===== config.mk =====
export PLATFORM = sky130hd
export DESIGN_NAME = six_pulse_thyristor_firing_control_core
export DESIGN_NICKNAME = d
export VERILOG_FILES = /design/src/rtl/core/sptfc_pkg.sv /design/src/rtl/core/six_pulse_thyristor_firing_control_core.sv /design/src/rtl/core/sptfc_sync.sv /design/src/rtl/core/sptfc_fire.sv
export VERILOG_INCLUDE_DIRS = /design/src /design/src/rtl/core
export SDC_FILE = /design/constraint.sdc
export NUM_CORES = 2
export LEC_CHECK = 0
export ABC_CLOCK_PERIOD_IN_PS = 23200
export BUFFER_PORTS_ARGS = -buffer_cell sky130_fd_sc_hd__buf_2
export CORE_UTILIZATION = 29
export DETAILED_ROUTE_END_ITERATION = 10
export PLACE_DENSITY_LB_ADDON = 0.15
export SYNTH_ARGS = -nofsm -noshare
export SYNTH_HDL_FRONTEND = slang
export SYNTH_SLANG_ARGS = --single-unit

===== constraint.sdc =====
create_clock -name clk -period 23.2 [get_ports clk]
set_input_delay 1.16 -clock clk [delete_from_list [all_inputs] [get_ports clk]]
set_output_delay 1.16 -clock clk [all_outputs]
set_load 0.01 [all_outputs]

===== src/rtl/core/six_pulse_thyristor_firing_control_core_macros.svh =====
// assertion macros shared by the firing control core
`ifndef SIX_PULSE_THYRISTOR_FIRING_CONTROL_CORE_MACROS_SVH
`define SIX_PULSE_THYRISTOR_FIRING_CONTROL_CORE_MACROS_SVH

// same-cycle implication, checked on clk, off during rst
`define SPTFC_ASSERT_NOW(lbl, ante, cons, msg) \
  lbl: assert property (@(posedge clk) disable iff (rst) (ante) |-> (cons)) else $error(msg);

// next-cycle implication, checked on clk, off during rst
`define SPTFC_ASSERT_NEXT(lbl, ante, cons, msg) \
  lbl: assert property (@(posedge clk) disable iff (rst) (ante) |=> (cons)) else $error(msg);

`endif


===== src/rtl/core/sptfc_pkg.sv =====
// shared types, constants and gate table of the firing control core
package sptfc_pkg;

  localparam int unsigned PULSES_PER_PERIOD = 6;
  localparam int unsigned GATE_PULSE_TICKS  = 100;
  localparam int unsigned LOCK_COUNT        = 100;
  localparam int unsigned MISSED_LIMIT      = PULSES_PER_PERIOD * 4;
  localparam int unsigned GOOD_CNT_MAX      = 127;
  localparam int unsigned MISSED_CNT_MAX    = 31;

  localparam int unsigned CFG_ADDR_W = 3;
  localparam int unsigned CFG_DATA_W = 32;
  localparam int unsigned IN_DATA_W  = 80;
  localparam int unsigned OUT_DATA_W = 80;

  // register indexes
  localparam logic [CFG_ADDR_W-1:0] REG_SIXTY_DEG   = 3'd0;
  localparam logic [CFG_ADDR_W-1:0] REG_ZERO_OFFSET = 3'd1;
  localparam logic [CFG_ADDR_W-1:0] REG_PERIOD_MIN  = 3'd2;
  localparam logic [CFG_ADDR_W-1:0] REG_PERIOD_MAX  = 3'd3;
  localparam logic [CFG_ADDR_W-1:0] REG_ANGLE_MAX   = 3'd4;
  localparam logic [CFG_ADDR_W-1:0] REG_ALPHA_MIN   = 3'd5;
  localparam logic [CFG_ADDR_W-1:0] REG_SLEW_MAX    = 3'd6;
  localparam logic [CFG_ADDR_W-1:0] REG_BRIDGE_EN   = 3'd7;

  typedef enum logic [1:0] {
    MODE_NO_SYNC = 2'd0,
    MODE_RESYNC  = 2'd1,
    MODE_NORMAL  = 2'd2
  } mode_t;

  typedef struct packed {
    logic [15:0] sixty_deg_ticks;
    logic [15:0] zero_deg_offset;
    logic [31:0] period_min;
    logic [31:0] period_max;
    logic [15:0] angle_max;
    logic [15:0] alpha_min;
    logic [15:0] slew_max;
    logic [1:0]  bridge_enable;
  } cfg_t;

  // mains sync tracking state
  typedef struct packed {
    mode_t       mode;
    logic [31:0] previous_capture;
    logic [31:0] last_sync_time;
    logic [6:0]  good_period_count;
    logic [4:0]  missed_sync_count;
    logic        sync_seen;
  } sync_state_t;

  function automatic logic [5:0] gate_pair(input logic [2:0] pulse);
    logic [5:0] mask;
    unique case (pulse)
      3'd1:    mask = 6'h21;
      3'd2:    mask = 6'h03;
      3'd3:    mask = 6'h06;
      3'd4:    mask = 6'h0C;
      3'd5:    mask = 6'h18;
      3'd6:    mask = 6'h30;
      default: mask = 6'h00;
    endcase
    return mask;
  endfunction

endpackage


===== src/rtl/core/six_pulse_thyristor_firing_control_core.sv =====
// top level of the six-pulse thyristor bridge firing control core
//
// channel   | direction | tdata fields (lowest bit up)
// s_axis    | in        | capture_time 32, angle_request 16, fire_time_now 32
// m_axis    | out       | gate_mask 6, main_active 1, forcing_active 1, pulse_number 3,
//           |           | pulse_end_time 32, next_fire_time 32, sync_mode 2, zero fill 3
// cfg       | in        | write enable, register index 3, write data 32
//
// one request per cycle sustained while m_axis takes results; a request goes through
// the input register, then the state update and result register in one step
// rst clears the firing state and loads the register defaults
// a stalled m_axis holds the result and backs up into s_axis after one request
module six_pulse_thyristor_firing_control_core
  import sptfc_pkg::*;
(
  input  logic                  clk,
  input  logic                  rst,
  input  logic                  s_axis_tvalid,
  output logic                  s_axis_tready,
  input  logic [IN_DATA_W-1:0]  s_axis_tdata,   // capture_time, angle_request, fire_time_now
  output logic                  m_axis_tvalid,
  input  logic                  m_axis_tready,
  output logic [OUT_DATA_W-1:0] m_axis_tdata,   // gate_mask, main_active, forcing_active,
                                                // pulse_number, pulse_end_time,
                                                // next_fire_time, sync_mode
  input  logic                  cfg_wr_en,
  input  logic [CFG_ADDR_W-1:0] cfg_addr,
  input  logic [CFG_DATA_W-1:0] cfg_wdata
);

`include "six_pulse_thyristor_firing_control_core_macros.svh"

  cfg_t        cfg;
  logic        in_valid;
  logic [31:0] in_capture;
  logic [15:0] in_request;
  logic        advance;

  sync_state_t sync_st;
  sync_state_t sync_mid;
  sync_state_t sync_st_next;
  logic [2:0]  pulse_index;
  logic [2:0]  pulse_index_next;
  logic [2:0]  fired;
  logic [15:0] angle_current;
  logic [15:0] angle_current_next;
  logic [31:0] fire_time;
  logic [31:0] fire_time_next;
  logic [31:0] end_time;
  logic [5:0]  gate_mask;

  logic                  out_valid;
  logic [OUT_DATA_W-1:0] out_data;

  assign advance       = in_valid && (!out_valid || m_axis_tready);
  assign s_axis_tready = !in_valid || advance;
  assign m_axis_tvalid = out_valid;
  assign m_axis_tdata  = out_data;

  // configuration registers
  always_ff @(posedge clk) begin
    if (rst) begin
      cfg.sixty_deg_ticks <= 16'd3333;
      cfg.zero_deg_offset <= 16'd0;
      cfg.period_min      <= 32'd18000;
      cfg.period_max      <= 32'd22000;
      cfg.angle_max       <= 16'd9000;
      cfg.alpha_min       <= 16'd500;
      cfg.slew_max        <= 16'd200;
      cfg.bridge_enable   <= 2'd0;
    end else if (cfg_wr_en) begin
      unique case (cfg_addr)
        REG_SIXTY_DEG:   cfg.sixty_deg_ticks <= cfg_wdata[15:0];
        REG_ZERO_OFFSET: cfg.zero_deg_offset <= cfg_wdata[15:0];
        REG_PERIOD_MIN:  cfg.period_min      <= cfg_wdata;
        REG_PERIOD_MAX:  cfg.period_max      <= cfg_wdata;
        REG_ANGLE_MAX:   cfg.angle_max       <= cfg_wdata[15:0];
        REG_ALPHA_MIN:   cfg.alpha_min       <= cfg_wdata[15:0];
        REG_SLEW_MAX:    cfg.slew_max        <= cfg_wdata[15:0];
        default:         cfg.bridge_enable   <= cfg_wdata[1:0];
      endcase
    end
  end

  // input register
  always_ff @(posedge clk) begin
    if (rst) begin
      in_valid <= 1'b0;
    end else if (s_axis_tvalid && s_axis_tready) begin
      in_valid <= 1'b1;
    end else if (advance) begin
      in_valid <= 1'b0;
    end
  end

  always_ff @(posedge clk) begin
    if (s_axis_tvalid && s_axis_tready) begin
      in_capture <= s_axis_tdata[31:0];
      in_request <= s_axis_tdata[47:32];
    end
  end

  // pulse advance, cyclic 1..6
  always_comb begin
    priority if (pulse_index >= 3'(PULSES_PER_PERIOD)) begin
      fired = 3'd1;
    end else begin
      fired = pulse_index + 3'd1;
    end
  end

  sptfc_sync u_sync (
    .st           (sync_st),
    .capture_time (in_capture),
    .period_min   (cfg.period_min),
    .period_max   (cfg.period_max),
    .st_next      (sync_mid)
  );

  sptfc_fire u_fire (
    .cfg           (cfg),
    .st            (sync_mid),
    .fired         (fired),
    .angle_current (angle_current),
    .fire_time     (fire_time),
    .angle_request (in_request),
    .st_next       (sync_st_next),
    .angle_next    (angle_current_next),
    .fire_next     (fire_time_next),
    .pulse_next    (pulse_index_next)
  );

  assign end_time  = fire_time + 32'(GATE_PULSE_TICKS);
  assign gate_mask = (cfg.bridge_enable != 2'd0) ? gate_pair(fired) : 6'd0;

  // firing state
  always_ff @(posedge clk) begin
    if (rst) begin
      sync_st.mode              <= MODE_NO_SYNC;
      sync_st.previous_capture  <= '0;
      sync_st.last_sync_time    <= '0;
      sync_st.good_period_count <= '0;
      sync_st.missed_sync_count <= '0;
      sync_st.sync_seen         <= 1'b0;
      pulse_index               <= 3'd1;
      angle_current             <= '0;
      fire_time                 <= '0;
    end else if (advance) begin
      sync_st       <= sync_st_next;
      pulse_index   <= pulse_index_next;
      angle_current <= angle_current_next;
      fire_time     <= fire_time_next;
    end
  end

  // result register
  always_ff @(posedge clk) begin
    if (rst) begin
      out_valid <= 1'b0;
    end else if (advance) begin
      out_valid <= 1'b1;
    end else if (m_axis_tready) begin
      out_valid <= 1'b0;
    end
  end

  always_ff @(posedge clk) begin
    if (advance) begin
      out_data <= {3'd0, sync_st_next.mode, fire_time_next, end_time, fired,
                   cfg.bridge_enable[1], cfg.bridge_enable[0], gate_mask};
    end
  end

  `SPTFC_ASSERT_NOW(a_pulse_range, 1'b1, (pulse_index >= 3'd1) && (pulse_index <= 3'd6), "pulse index out of range")
  `SPTFC_ASSERT_NOW(a_no_resync_out, out_valid, out_data[76:75] != MODE_RESYNC, "resync mode reported in result")
  `SPTFC_ASSERT_NEXT(a_stall_hold, out_valid && !m_axis_tready, $stable(pulse_index) && $stable(fire_time), "state moved while result stalled")
  `SPTFC_ASSERT_NOW(a_gate_pair, out_valid, ($countones(out_data[5:0]) == 2) || (out_data[5:0] == 6'd0), "gate mask is not a pair")
  `SPTFC_ASSERT_NOW(a_missed_bound, sync_st.mode == MODE_NORMAL, sync_st.missed_sync_count <= 5'(MISSED_LIMIT), "missed count above limit in normal mode")

endmodule


===== src/rtl/core/sptfc_sync.sv =====
// mains sync lock tracker: period check, lock and loss counting
module sptfc_sync
  import sptfc_pkg::*;
(
  input  sync_state_t st,
  input  logic [31:0] capture_time,
  input  logic [31:0] period_min,
  input  logic [31:0] period_max,
  output sync_state_t st_next
);

  logic [31:0] dt;
  logic        cap_new;
  logic        period_ok;
  logic [7:0]  good_inc;
  logic [4:0]  missed_inc;

  assign dt        = capture_time - st.previous_capture;
  assign cap_new   = capture_time != st.previous_capture;
  assign period_ok = (dt >= period_min) && (dt <= period_max);
  assign good_inc  = {1'b0, st.good_period_count} + 8'd1;

  always_comb begin
    st_next    = st;
    missed_inc = st.missed_sync_count;
    unique case (st.mode)
      MODE_NO_SYNC: begin
        if (cap_new) begin
          st_next.previous_capture = capture_time;
          if (period_ok) begin
            if (good_inc > 8'(LOCK_COUNT)) begin
              st_next.mode              = MODE_RESYNC;
              st_next.missed_sync_count = '0;
              st_next.last_sync_time    = capture_time;
            end
            st_next.good_period_count = (good_inc > 8'(GOOD_CNT_MAX)) ?
                                        7'(GOOD_CNT_MAX) : good_inc[6:0];
          end else begin
            st_next.good_period_count = '0;
          end
        end
      end
      MODE_NORMAL: begin
        if (cap_new) begin
          st_next.previous_capture = capture_time;
          if (period_ok) begin
            st_next.last_sync_time    = capture_time;
            st_next.missed_sync_count = '0;
            st_next.sync_seen         = 1'b1;
          end else begin
            st_next.good_period_count = '0;
            st_next.mode              = MODE_NO_SYNC;
          end
        end else begin
          if (st.missed_sync_count < 5'(MISSED_CNT_MAX)) begin
            missed_inc = st.missed_sync_count + 5'd1;
          end
          st_next.missed_sync_count = missed_inc;
          if (missed_inc > 5'(MISSED_LIMIT)) begin
            st_next.good_period_count = '0;
            st_next.mode              = MODE_NO_SYNC;
          end
        end
      end
      default: begin
        // resync step does not look at the capture
      end
    endcase
  end

endmodule


===== src/rtl/core/sptfc_fire.sv =====
// firing angle limiting and next fire time
module sptfc_fire
  import sptfc_pkg::*;
(
  input  cfg_t        cfg,
  input  sync_state_t st,            // sync state after this step's check
  input  logic [2:0]  fired,
  input  logic [15:0] angle_current,
  input  logic [31:0] fire_time,
  input  logic [15:0] angle_request,
  output sync_state_t st_next,
  output logic [15:0] angle_next,
  output logic [31:0] fire_next,
  output logic [2:0]  pulse_next
);

  logic [16:0] x2;
  logic [17:0] x3;
  logic [31:0] ref_time;

  assign x2 = {cfg.sixty_deg_ticks, 1'b0};
  assign x3 = {1'b0, x2} + {2'b00, cfg.sixty_deg_ticks};

  // reference point for the pulse just fired
  always_comb begin
    unique case (fired)
      3'd4:    ref_time = st.last_sync_time - {15'd0, x2};
      3'd5:    ref_time = st.last_sync_time - {16'd0, cfg.sixty_deg_ticks};
      3'd6:    ref_time = st.last_sync_time + {16'd0, cfg.zero_deg_offset};
      3'd1:    ref_time = st.last_sync_time + {16'd0, cfg.sixty_deg_ticks};
      3'd2:    ref_time = st.last_sync_time + {15'd0, x2};
      default: ref_time = st.last_sync_time + {14'd0, x3};
    endcase
  end

  always_comb begin
    logic [15:0] angle_tgt;
    logic [15:0] up;
    logic [15:0] down;
    logic [16:0] delta;
    logic [16:0] sum;
    st_next    = st;
    angle_next = angle_current;
    fire_next  = fire_time;
    pulse_next = fired;
    angle_tgt  = (angle_request > cfg.angle_max) ? cfg.angle_max : angle_request;
    angle_tgt  = (angle_tgt < cfg.alpha_min) ? cfg.alpha_min : angle_tgt;
    up         = angle_tgt - angle_current;
    down       = angle_current - angle_tgt;
    delta      = '0;
    sum        = '0;
    unique case (st.mode)
      MODE_NO_SYNC: begin
        fire_next = fire_time + {16'd0, cfg.sixty_deg_ticks};
      end
      MODE_RESYNC: begin
        st_next.mode = MODE_NORMAL;
        angle_next   = cfg.angle_max;
        fire_next    = st.last_sync_time + {16'd0, cfg.angle_max};
        pulse_next   = 3'(PULSES_PER_PERIOD);
      end
      default: begin
        // slew limited step, delta is signed
        if (angle_tgt >= angle_current) begin
          if (up < cfg.slew_max) begin
            angle_next = angle_tgt;
            delta      = {1'b0, up};
          end else begin
            sum        = {1'b0, angle_current} + {1'b0, cfg.slew_max};
            angle_next = sum[15:0];
            delta      = {1'b0, cfg.slew_max};
          end
        end else begin
          if (down < cfg.slew_max) begin
            angle_next = angle_tgt;
            delta      = 17'd0 - {1'b0, down};
          end else begin
            angle_next = angle_current - cfg.slew_max;
            delta      = 17'd0 - {1'b0, cfg.slew_max};
          end
        end
        if (st.sync_seen) begin
          st_next.sync_seen = 1'b0;
          fire_next         = ref_time + {16'd0, angle_next};
        end else begin
          fire_next = fire_time + {16'd0, cfg.sixty_deg_ticks} + {{15{delta[16]}}, delta};
        end
      end
    endcase
  end

endmodule


==> results_dict.tcl <==
set metrics [dict create \
    post_drt_via_cell_ratio 5.14 \
    slew-limit-headroom_pct 23.3 \
    multiInputGateArea_mm2 0.0242 \
    holdCritStartpoint "cfg[75]" \
    initial_core_util_pct 29.2 \
    cp_data_required_time_ns 23.65 \
    wire_length_of_the_first_global_routing_pass_um 197000 \
    synth.top_cells.by_area "dfxtp_1, ha_1, edfxtp_1" \
    tritoncts.num_buffers 53 \
    via_count_of_the_first_global_routing_pass 30900 \
    p_leak_uw 0.0164 \
    sink_count_of_the_clock_tree 403 \
    share_of_async_settable_or_async_resettable_flops_after_synthesis_pct 0 \
    dpl_cell_area_mm2 0.0382 \
    synth.distinct_cells 98 \
    setup_tns_ns 0 \
    share_of_cells_above_drive_strength_1_pct 8.39 \
    synth_edf_count 125 \
    gpl.final_weighted_congestion 0.904 \
    dp_cells 6237 \
    crit_share_post_route_pct 67.2 \
    clock.fmax_mhz 64.2 \
    setup-violations-final 0 \
    synth.avg_cell_area_um2 7.76 \
    mappedNetlistArea_mm2 0.0356 \
    power.ir.vdd_worst_mv 0.0514 \
    worst_hold_path_type "register to register" \
    outcome "finished clean" \
    cts_setup_buffers 0 \
    die_area_mm2 0.124 \
    pwr-share-comb_pct 44.8 \
    layout-area-overhead-vs-synth_pct 12.6 \
    number_of_antenna_violations_at_the_first_check_in_global_routing 1 \
    grt_setup_unrepaired "false" \
    timing.final.hold_violations 0 \
    hold_slack_ns 0.453 \
    cts-root-buf "clkbuf_16" \
    ys_dominant_reg_cell "dfxtp_1" \
    netSwitchingPower_uw 1220 \
    diodes 0 \
    global_route.usage.total_pct 20.6 \
    p_int_uw 1780 \
    yosysTopAreaCellShare_pct 15.6 \
    core_mm2 0.122 \
    drt_first_iter_violations 2104 \
    yosysWarningCount 0 \
    fillerInstances 13100 \
    clock-skew-final_ns 0.0290 \
    finalInstanceArea_mm2 0.0401 \
    die_width_um 352 \
    sw_ratio_pct 40.7 \
    cts.hold.buffers_added 0 \
    postSynthCellCount 4586 \
    pin_count 202 \
    cts.path.max_buffers 3 \
    grt_start_max_net_pins 73 \
    min_to "cfg[75]" \
    worst_r2r_startpoint "cfg[47]" \
    pwr-share-clk_pct 29.4 \
    htree_levels 2 \
    drcViolationCount 0 \
    drt_pre_antenna_iters 5 \
    post-synth-top-area-cell "dfxtp_1" \
    worst_r2r_endpoint "m_axis_tdata[74]" \
    cts_resized 0 \
    path_max_fanout 35 \
    number_of_max_cap_violations 0 \
    tritoncts "done" \
    drt_wl_total_um 132000 \
    route.antenna.remaining_nets 0 \
    utilization_pct 32.9 \
    worst_ep_arrival_time_ns 16.03 \
    portion_of_total_power_attributed_to_sequential_cells_pct 25.9 \
    final_critical_delay_including_setup_and_external_delays_ns 15.59 \
    reg2reg_setup_slack_ns 7.61 \
    power_density_mw_per_mm2 75.0 \
    final_routed_wire_length_divided_by_cell_count_um 20.8 \
    tightest_slew_ns 1.13 \
    timing.hold.worst_path_depth 2 \
    critPathMostFrequentCell "a21oi_1" \
    startpoint_type "register" \
    worst-r2r-cell-count 58 \
    core.rowCount 128 \
    floorplan.die.height_um 352 \
    detailedPlacementHpwl_um 103000 \
    crit_slowest_cell "ha_1" \
    synth.ff_latch_count 403 \
    grt-ovfl-total 0 \
    clk_pin_slew_ns 0.06 \
    count_of_vias_placed_by_the_detailed_router 32600 \
    timing.critical_path.slowest_cell_delay_ns 0.58 \
    fin_nets 5208 \
    seq_area_mm2 0.00932 \
    critPathKind "register to register" \
    report.final.slew_viol_count 0 \
    fin_cells 6335 \
    clock_insertion_delay_worst_skew_ns 0.66 \
    synth_sequential_area_ratio_pct 26.2 \
    port-buffer-count 166 \
    critical_path.endpoint_type "register" \
]
## how the worst max path moves through the flow
stage          startpoint               end  slack [ns]  cells after the start
2_1_floorplan     cfg[49]  m_axis_tdata[74]       10.31                     58
3_3_place_gp      cfg[48]  m_axis_tdata[74]        7.76                     58
3_5_place_dp      cfg[48]  m_axis_tdata[74]        7.73                     58
4_1_cts           cfg[48]  m_axis_tdata[74]        7.66                     58
5_1_grt           cfg[48]  m_axis_tdata[74]        6.66                     58
6_report          cfg[47]  m_axis_tdata[74]        7.61                     58
## sequential cells by signal, summed over array words and instances, names as in the netlist
register	cells
in_request	16
m_axis_tdata	77
sync_st	79
angle_current	16
cfg	146
fire_time	32
in_valid	1
pulse_index	3
in_capture	32
m_axis_tvalid	1
## layout make-up
type,count,area share (%)
multi-input cells,3625,60.5
flip-flops and latches,403,23.3
well taps,1625,5.07
clock buffers,74,4.06
inverters,364,3.42
repair buffers,220,3.11
clock inverters,24,0.587
## layer usage
metal  track usage (%)  vias to the layer above  part of all wire, %
met5                 0                        -                    0
met4              4.30                        0                  1.9
met3              2.41                      130                  4.7
met2              31.8                      718                   43
met1              30.4                    15300                   51
li1                  -                    16400                    -
## kinds of logic after synthesis
family                   synth area share, %
AO/OA/AOI/OAI                           23.5
AND/OR/NAND/NOR                         19.4
multiplexers                            2.71
flip-flops                              26.2
buffers and inverters                   6.02
adder cells (fa/ha/maj)                 15.3
other                                 0.0105
XOR/XNOR                                6.89
## through the flow
step                setup WS, ns  total power, uW
detailed placement          7.73             2130
global placement            7.76             2120
CTS                         7.66             3030
floorplan                  10.31             1740
global route                6.66             3200
finish                      7.61             3010
## cells in the mapped netlist (49+ instances only)
master / number
clkbuf_1: 176
xnor2_1: 183
ha_1: 395
dfxtp_1: 278
nand2_1: 648
edfxtp_1: 125
a21o_1: 83
inv_1: 360
and3_1: 50
nand3_1: 80
o21a_1: 49
a21oi_1: 477
xor2_1: 97
o211ai_1: 62
nand2b_1: 54
o21ai_0: 235
nor3_1: 97
nor2_1: 354
mux2i_1: 80
a211oi_1: 106
## worst max-delay path: cells and delay by family (launching register included)
family          cells  cell delay, ns
compound gates     29            7.91
simple gates       16            3.27
fa+ha+maj           6            2.14
buf+inv             5            1.13
flops               1            0.55
xor+xnor            2            0.33
## layout by cell type, fill, tap and decap left out, types with 50 or more instances in the layout
cell and n:
o21ai_0 234, dfxtp_1 278, nand2_1 648, buf_2 165, a21oi_1 475, and3_1 50
buf_4 54, nand3_1 80, edfxtp_1 125, xnor2_1 183, nand2b_1 53, mux2i_1 80
xor2_1 97, clkbuf_16 58, a211oi_1 106, o211ai_1 62, nor2_1 348, ha_1 395
a21o_1 83, inv_1 359, nor3_1 94
## power groups by stage
stage | Combinational (uW) | Sequential (uW) | Clock, uW
3_5_place_dp | 1330 | 793 | 0
4_1_cts | 1340 | 778 | 913
6_report | 1350 | 777 | 884
3_3_place_gp | 1330 | 793 | 0
5_1_grt | 1490 | 781 | 934
2_1_floorplan | 957 | 785 | 0
Power figures use the tool's default switching activity.
